[src/rtl/core/input_event_queue_filtered_pop_defines.svh]
// ----------------------------------------------------------------------------
// Input event queue: assertion macros
// Shared assertion forms for the event queue modules. Each macro samples on
// clk and is disabled while arst_n is low.
// ----------------------------------------------------------------------------
`ifndef INPUT_EVENT_QUEUE_FILTERED_POP_DEFINES_SVH
`define INPUT_EVENT_QUEUE_FILTERED_POP_DEFINES_SVH

// The consequent must hold in the same cycle as the antecedent.
`define IEQFP_ASSERT_IMPLY(label, ante, cons, msg) \
	label: assert property (@(posedge clk) disable iff (!arst_n) (ante) |-> (cons)) \
		else $error(msg);

// The consequent must hold in the cycle after the antecedent.
`define IEQFP_ASSERT_NEXT(label, ante, cons, msg) \
	label: assert property (@(posedge clk) disable iff (!arst_n) (ante) |=> (cons)) \
		else $error(msg);

`endif

[src/rtl/core/ieqfp_pkg.sv]
// ----------------------------------------------------------------------------
// Input event queue package
// Command codes, event class constants, the class filter and the command and
// status bundles between the controller and the datapath.
// ----------------------------------------------------------------------------
package ieqfp_pkg;

	localparam int unsigned ENTRY_W = 64;

	localparam logic [1:0] CMD_PUSH   = 2'd0;
	localparam logic [1:0] CMD_POP    = 2'd1;
	localparam logic [1:0] CMD_FILTER = 2'd2;

	localparam logic [15:0] KIND_SYNC  = 16'd0;
	localparam logic [15:0] KIND_KEY   = 16'd1;
	localparam logic [15:0] KIND_ABS   = 16'd3;
	localparam logic [15:0] CODE_SPLIT = 16'd256;

	typedef enum logic [1:0] {
		RD_HEAD  = 2'd0,
		RD_NEXT  = 2'd1,
		RD_NEXT2 = 2'd2
	} rd_sel_t;

	typedef enum logic [1:0] {
		RES_HOLD = 2'd0,
		RES_ZERO = 2'd1,
		RES_DROP = 2'd2,
		RES_LOAD = 2'd3
	} res_op_t;

	typedef struct packed {
		logic    latch_req;
		logic    push_write;
		logic    head_inc;
		logic    tail_dec;
		logic    rd_en;
		rd_sel_t rd_sel;
		logic    scan_load_head;
		logic    scan_advance;
		logic    shift_write;
		res_op_t res_op;
		logic    out_load;
	} ctrl_cmd_t;

	typedef struct packed {
		logic [1:0] cmd;
		logic       full;
		logic       empty;
		logic       match;
		logic       nx_tail;
		logic       nn_tail;
		logic       rsp_free;
	} dp_status_t;

	// True when the event belongs to a class that the filter enables.
	function automatic logic event_match(logic [15:0] kind, logic [15:0] code,
			logic ptr_on, logic key_on);
		logic is_key;
		logic is_ptr;
		logic is_sync;
		is_key  = (kind == KIND_KEY) && (code < CODE_SPLIT);
		is_ptr  = (kind == KIND_ABS) || ((kind == KIND_KEY) && (code >= CODE_SPLIT));
		is_sync = (kind == KIND_SYNC);
		return (is_key && key_on) || ((is_ptr || is_sync) && ptr_on);
	endfunction

endpackage

[src/rtl/core/ieqfp_ctrl.sv]
// ----------------------------------------------------------------------------
// Input event queue controller
// Sequences push, pop and filtered pop (scan then close-up) over the datapath.
// ----------------------------------------------------------------------------
`include "input_event_queue_filtered_pop_defines.svh"

module ieqfp_ctrl (
	input  logic                   clk,
	input  logic                   arst_n,
	input  logic                   req_valid,
	output logic                   req_ready,
	input  ieqfp_pkg::dp_status_t  sts,
	output ieqfp_pkg::ctrl_cmd_t   ctl
);
	import ieqfp_pkg::*;

	typedef enum logic [5:0] {
		ST_IDLE     = 6'b000001,
		ST_DECODE   = 6'b000010,
		ST_POP_WAIT = 6'b000100,
		ST_SCAN     = 6'b001000,
		ST_SHIFT    = 6'b010000,
		ST_FINISH   = 6'b100000
	} state_t;

	state_t state_q;
	state_t state_d;

	always_ff @(posedge clk or negedge arst_n) begin
		if (!arst_n) begin
			state_q <= ST_IDLE;
		end else begin
			state_q <= state_d;
		end
	end

	assign req_ready = (state_q == ST_IDLE);

	always_comb begin
		state_d = state_q;
		ctl     = '0;
		ctl.rd_sel = RD_HEAD;
		ctl.res_op = RES_HOLD;
		case (state_q)
			ST_IDLE: begin
				if (req_valid) begin
					ctl.latch_req = 1'b1;
					state_d = ST_DECODE;
				end
			end
			ST_DECODE: begin
				case (sts.cmd)
					CMD_PUSH: begin
						if (sts.full) begin
							ctl.res_op = RES_DROP;
						end else begin
							ctl.push_write = 1'b1;
							ctl.res_op = RES_ZERO;
						end
						state_d = ST_FINISH;
					end
					CMD_POP: begin
						if (sts.empty) begin
							ctl.res_op = RES_ZERO;
							state_d = ST_FINISH;
						end else begin
							ctl.rd_en = 1'b1;
							state_d = ST_POP_WAIT;
						end
					end
					CMD_FILTER: begin
						if (sts.empty) begin
							ctl.res_op = RES_ZERO;
							state_d = ST_FINISH;
						end else begin
							ctl.rd_en = 1'b1;
							ctl.scan_load_head = 1'b1;
							state_d = ST_SCAN;
						end
					end
					default: begin
						ctl.res_op = RES_ZERO;
						state_d = ST_FINISH;
					end
				endcase
			end
			ST_POP_WAIT: begin
				ctl.res_op = RES_LOAD;
				ctl.head_inc = 1'b1;
				state_d = ST_FINISH;
			end
			ST_SCAN: begin
				if (sts.match) begin
					ctl.res_op = RES_LOAD;
					if (sts.nx_tail) begin
						ctl.tail_dec = 1'b1;
						state_d = ST_FINISH;
					end else begin
						ctl.rd_en = 1'b1;
						ctl.rd_sel = RD_NEXT;
						state_d = ST_SHIFT;
					end
				end else if (sts.nx_tail) begin
					ctl.res_op = RES_ZERO;
					state_d = ST_FINISH;
				end else begin
					ctl.rd_en = 1'b1;
					ctl.rd_sel = RD_NEXT;
					ctl.scan_advance = 1'b1;
				end
			end
			ST_SHIFT: begin
				ctl.shift_write = 1'b1;
				ctl.scan_advance = 1'b1;
				if (sts.nn_tail) begin
					ctl.tail_dec = 1'b1;
					state_d = ST_FINISH;
				end else begin
					ctl.rd_en = 1'b1;
					ctl.rd_sel = RD_NEXT2;
				end
			end
			ST_FINISH: begin
				if (sts.rsp_free) begin
					ctl.out_load = 1'b1;
					state_d = ST_IDLE;
				end
			end
			default: begin
				state_d = ST_IDLE;
			end
		endcase
	end

	`IEQFP_ASSERT_NEXT(a_accept_decodes, req_valid && req_ready, state_q == ST_DECODE, "accepted transfer not decoded")
	`IEQFP_ASSERT_IMPLY(a_load_when_free, ctl.out_load, sts.rsp_free, "output overwritten before transfer")
	`IEQFP_ASSERT_IMPLY(a_single_port_use, ctl.push_write, !ctl.shift_write, "two writes in one cycle")

endmodule

[config.mk]
export PLATFORM = sky130hd
export DESIGN_NAME = ieqfp_ctrl
export DESIGN_NICKNAME = d
export VERILOG_FILES = /design/src/rtl/core/ieqfp_pkg.sv /design/src/rtl/core/ieqfp_ctrl.sv
export VERILOG_INCLUDE_DIRS = /design/src /design/src/rtl/core
export SDC_FILE = /design/constraint.sdc
export NUM_CORES = 1
export LEC_CHECK = 0
export ABC_AREA = 1
export BUFFER_PORTS_ARGS = -buffer_cell sky130_fd_sc_hd__buf_2
export CAP_MARGIN = 20
export CORE_MARGIN = 2
export CORE_UTILIZATION = 30
export CTS_BUF_LIST = sky130_fd_sc_hd__clkbuf_8
export DETAILED_ROUTE_END_ITERATION = 12
export PLACE_DENSITY = 0.65
export SLEW_MARGIN = 20
export SYNTH_ARGS = -nofsm -noshare
export SYNTH_HDL_FRONTEND = slang
export SYNTH_SLANG_ARGS = --single-unit
[constraint.sdc]
create_clock -name clk -period 1.12 [get_ports clk]
set_input_delay 0.224 -clock clk [delete_from_list [all_inputs] [get_ports clk]]
set_output_delay 0.224 -clock clk [all_outputs]
set_load 0.01 [all_outputs]
==> results.cfg, run 1 <==
[placement]
place_congestion = 0.830
dp.cells = 164
dp_hpwl_um = 1480
placed_area_um2 = 980
port_buffers = 24

[timing]
drv_slew = 0
setup_violations = 20
timing.final.crit_share_pct = 150
grt_setup_unrepaired = yes
worst_pin_slew_ps = 236
layout_setup_ws_ps = -564
period_needed_ps = 1680
finalHoldViolations = 0
max_freq_mhz = 594
relSlewSlack_pct = 84.2
whs_ps = 266
finClkSkew_ps = 2.71

[global_route]
grt_pass1_wl_um = 3420
grt_usage_pct = 17.8
grt.overflow.total = 0
first_global_vias = 807
antenna_found_initial = 0
grt_max_degree = 7

[drt]
antenna_left = 0
wl_um = 2030
vias = 813
drcViolationCount = 0
via_per_inst = 4.54
first_pass_iters = 4
wl_per_cell_um = 11.3
drt-initial-drc-count = 8

[power_and_ir_drop]
powerDensity_nw_per_um2 = 1330
total_power_mw = 1.62
p_leak_nw = 0.681
peakVddDrop_v = 0.000881

[worst_setup_path]
end_kind = output pin
path_class = reg2out
rr_startpoint = state_q[1]$_DFFE_PN0P_
rr_worst_depth = 8
arrival_ps = 1460
crit_required_ps = 900
crit_start = state_q[3]$_DFFE_PN0P_
setup.worst_path.start_class = flop
path_max_fanout = 6

[clock_network]
numCtsBuffers = 3
clk_path_buf_depth = 2
cts.root.buffer_cell = clkbuf_8
insertion_delay_ps = 230
clkSlewWorstSetupHoldPaths_ps = 40
htree_num_levels = 1
cts_tree = done
clock-sinks = 6

[synth]
synthArstFlopShare_pct = 100
synth_simple_gate_area_share_pct = 49.9
synthMuxAreaShare_pct = 0
yosysMostFrequentCell = inv_1
yosysTopAreaCell = dfrtp_1
synth-xor-area-share_pct = 0
syn_nets = 108
synthAdderAreaFrac_pct = 7.71
avgSynthCellArea_um2 = 6.98
synth-edff-count = 0
ys_top_cells_by_count = 20 x inv_1, 13 x nor2_1, 11 x nand2_1
synth_warnings = 0
yosys_register_bits = 6
synth_cells = 93
syn_area_um2 = 649
synth_compound_area_share_pct = 5.78
synth_top_family_by_area = simple AND/OR/NAND/NOR gates
synth.top_cell.area_share_pct = 19.3
synth_cell_types = 22
synth.area.top_cells = dfrtp_1 19%, inv_1 12%, ha_1 7.7%, nand3_2 7.7%, nor2_1 7.5%
synth_seq_area_share_pct = 23.3
ys.flop_type = dfrtp_1

[layout]
diodes = 0
synthToLayoutAreaGrowth_pct = 87.3
seq_area_um2 = 154
largestRegisters = state_q (6)
drive_gt1_share_pct = 61.8
largest_reg_flops = 6
fin_area_um2 = 1220
nFillCells = 193
multi_input_area_um2 = 503
fin_util_pct = 60.8
nets = 168
top_register = state_q
stdcell_count = 179

[run_status]
status = finished with violations
violations = setup timing

[die]
dieArea_um2 = 2550
chipHeight_um = 50.5
ios = 25
initial_utilization_pct = 32.4
die_w_um = 50.5
core.rowCount = 16
fp.coreArea_um2 = 2000

[hold_path]
holdPathStages = 3
min-delay-start = req_valid
min_path_type = in2reg

[flow_run]
drv_cap = 0
cell usage in the layout, fill, tap and decap left out, drive strengths merged, types with 3 or more instances in the layout:
cell / n
dfrtp: 5
inv: 24
o21ai: 3
buf: 53
nand4: 7
nand2: 15
ha: 4
nand3: 9
clkbuf: 3
nor2: 22
routing by layer:
metal | part of all wire [%] | track usage, % | vias up
li1 | - | - | 416
met2 | 53 | 32.9 | 21
met1 | 40 | 20.3 | 370
met3 | 4.5 | 3.87 | 6
met5 | 0 | 0 | -
met4 | 2.4 | 5.41 | 0
critical path, cell delays in order (launching register included):
cell and delay (ps):
dfrtp_1 410, nor2_4 230, buf_4 150, nand4_2 140
nand3b_1 150, buf_2 140
area by class of cell:
type	instances	share of cell area (%)
clock inverter	1	0.309
multi-input combinational	65	41.4
timing repair buffer	54	32.4
clock buffer	3	3.40
inverter	23	7.10
sequential	6	12.7
tap	27	2.78
where the power goes:
group / switching, mW / leakage (nW) / internal, mW
logic: 0.498 / 0.578 / 0.414
registers: 0.0764 / 0.0762 / 0.278
clock network: 0.114 / 0.0269 / 0.237
total: 0.689 / 0.681 / 0.930
worst paths after layout:
kind / end / slack [ps]
setup / recovery: ctl[8] / -560
hold / removal: state_q[1]$_DFFE_PN0P_ / 270
setup reg to reg: state_q[5]$_DFFE_PN0P_ / -280
hold reg to reg: state_q[0]$_DFFE_PN1P_ / 660
max in group asynchronous: state_q[0]$_DFFE_PN1P_ / 550
min in group asynchronous: state_q[5]$_DFFE_PN0P_ / 350
through the flow:
stage | setup slack [ps] | setup TNS [ps]
global route | -633 | -8730
detailed placement | -334 | -4040
CTS | -529 | -7340
finish | -564 | -7190
floorplan | -184 | -889
global placement | -282 | -3420
timing repair:
| item | 4_1_cts | 5_1_grt |
|---|---|---|
| gates resized for setup | 12 | 9 |
| setup buffers | 7 | 2 |
| pin swaps | 9 | 6 |
| setup endpoints to repair | 20 | 20 |
| hold buffers | 1 | 0 |
| gates cloned | 1 | 0 |
| hold endpoints to repair | 5 | 0 |
logic make-up (layout without fill, tap and decap cells):
logic type	Yosys count	count (layout)
flip-flops	6	6
AND/OR/NAND/NOR	54	55
buffers and inverters	23	81
AO/OA/AOI/OAI	6	6
adder cells (fa/ha/maj)	4	4
Note: power is estimated with default switching activity, not from simulation.
==> run 2, diff against run 1 <==
MAX_ROUTING_LAYER = met4   (was default)
SETUP_SLACK_MARGIN = 0.05   (was default)
SLEW_MARGIN = 10   (was 20)
==> run 2 against run 1 <==
  * The run still ends with setup timing left
  * Utilization up 6.4 points
  * Cell count is 2.2% higher
  * Die area unchanged
  * Worst setup slack better by 18 ps
  * Clock skew increased by 3.8 ps
  * Fmax up 1.1%
  * Design area up 11%
  * Critical path depth is 1 higher
  * Power rose by 22%
  * Clock power is 4% higher
  * First-iteration DRC count up 13%
  * Wire length is 14% higher
  * Critical endpoint is now ctl[4]
==> results.cfg, run 2 (synthesis gave the netlist of run 1 again) <==
[run_status]
status = finished with violations
violations = setup timing

[placement]
port_buffers = 24
placed_area_um2 = 983
place_congestion = 0.771
dp_hpwl_um = 1510

[timing]
fin_tns_setup_ps = -7850
setup_violations = 20
finClkSkew_ps = 6.55
relSlewSlack_pct = 85.1
whs_ps = 271
worst_pin_slew_ps = 223
grt_setup_unrepaired = yes
finalHoldViolations = 0
drv_slew = 0
max_freq_mhz = 600
period_needed_ps = 1670
timing.final.crit_share_pct = 149
layout_setup_ws_ps = -546

[layout]
mostFrequentLayoutCells = 19 x buf_2, 19 x buf_6, 18 x buf_4
synthToLayoutAreaGrowth_pct = 107
top_register = state_q
nets = 172
fin_util_pct = 67.2
nFillCells = 157
drive_gt1_share_pct = 68.6
largestRegisters = state_q (6)
diodes = 0
fin_area_um2 = 1350
largest_reg_flops = 6

[power_and_ir_drop]
switching_share_pct = 41.0
seqPwrFrac_pct = 17.4
p_leak_nw = 0.724
peakVddDrop_v = 0.00102
p_sw_mw = 0.808
powerDensity_nw_per_um2 = 1470
intPower_mw = 1.16
p_clk_share_pct = 18.6
p_comb_share_pct = 64.0
total_power_mw = 1.97

[global_route]
grt_usage_pct = 18.3
grt.overflow.total = 0
first_global_vias = 789
grt_pass1_wl_um = 3440
grt_max_degree = 9
antenna_found_initial = 0

[hold_path]
min_path_type = in2reg

[clock_network]
clock-sinks = 6
cts_tree = done
cts.root.buffer_cell = clkbuf_8
htree_num_levels = 1
insertion_delay_ps = 240
clk_path_buf_depth = 2
clkSlewWorstSetupHoldPaths_ps = 40
numCtsBuffers = 3

[worst_setup_path]
path_max_fanout = 8
setup.worst_path.start_class = flop
arrival_ps = 1440
crit_required_ps = 900
path_class = reg2out
end_kind = output pin

[drt]
drt-met1-wl_um = 885
vias = 840
routed-wl-met3_um = 104
wl_per_cell_um = 12.6
drt-initial-drc-count = 9
via_per_inst = 4.59
met2WireLength_um = 1260
antenna_left = 0
first_pass_iters = 4
wl_um = 2300
drcViolationCount = 0
highest_layer = met4

[die]
dieArea_um2 = 2550
die_w_um = 50.5
ios = 25
chipHeight_um = 50.5
fp.coreArea_um2 = 2000
core.rowCount = 16
initial_utilization_pct = 32.4

[flow_run]
drv_cap = 0
run 2: path summary, 6_finish.rpt:
kind                       slack [ps]                endpoint  cells past startpoint                   start
max reg2reg                      -400  state_q[5]$_DFFE_PN0P_                     11  state_q[2]$_DFFE_PN0P_
min                               270  state_q[1]$_DFFE_PN0P_                      3               req_valid
min in group asynchronous         340  state_q[4]$_DFFE_PN0P_                      2                  arst_n
max in group asynchronous         540  state_q[0]$_DFFE_PN1P_                      2                  arst_n
min reg2reg                       700  state_q[0]$_DFFE_PN1P_                      4  state_q[0]$_DFFE_PN1P_
max                              -550                  ctl[4]                      6  state_q[0]$_DFFE_PN1P_
run 2: stage by stage:
step | instances | setup WS, ps
6_report | 183 | -546
5_1_grt | 183 | -609
4_1_cts | 177 | -528
3_5_place_dp | 163 | -320
3_3_place_gp | 163 | -270
2_1_floorplan | 93 | -184
run 2: area by class of cell:
class | instances | area, um^2 | share of cell area [%]
clock buffers | 3 | 41.3 | 3.07
clock inverters | 1 | 3.75 | 0.279
inverters | 23 | 86.3 | 6.42
multi-input cells | 64 | 533 | 39.6
flip-flops and latches | 6 | 153 | 11.3
well taps | 27 | 33.8 | 2.51
repair buffers | 59 | 494 | 36.7
run 2: critical path, stage by stage, from the launching register on:
cell and delay [ps]:
dfstp_2 570, nor2_4 60, buf_12 140, buf_4 130, nand4_2 130, nand2_2 50, buf_2 130
run 2: power by group through the flow:
stage	Clock (mW)	Sequential [mW]	Combinational [mW]
floorplan	0	0.326	0.430
global placement	0	0.332	0.703
detailed placement	0	0.332	0.725
CTS	0.354	0.338	0.854
global route	0.379	0.347	1.36
finish	0.366	0.343	1.26
run 2: what timing repair did:
action	4_1_cts	5_1_grt
setup buffers	9	7
pin swaps	5	10
hold buffers	1	0
hold endpoints to repair	5	0
gates resized for setup	14	26
endpoints found under the setup margin	20	20
gates cloned	0	0
run 2: per-layer routing:
| layer | vias up | global-route usage (%) |
|---|---|---|
| li1 | 420 | - |
| met1 | 393 | 20.3 |
| met2 | 21 | 31.4 |
| met3 | 6 | 5.06 |
| met4 | 0 | 6.76 |
| met5 | - | - |
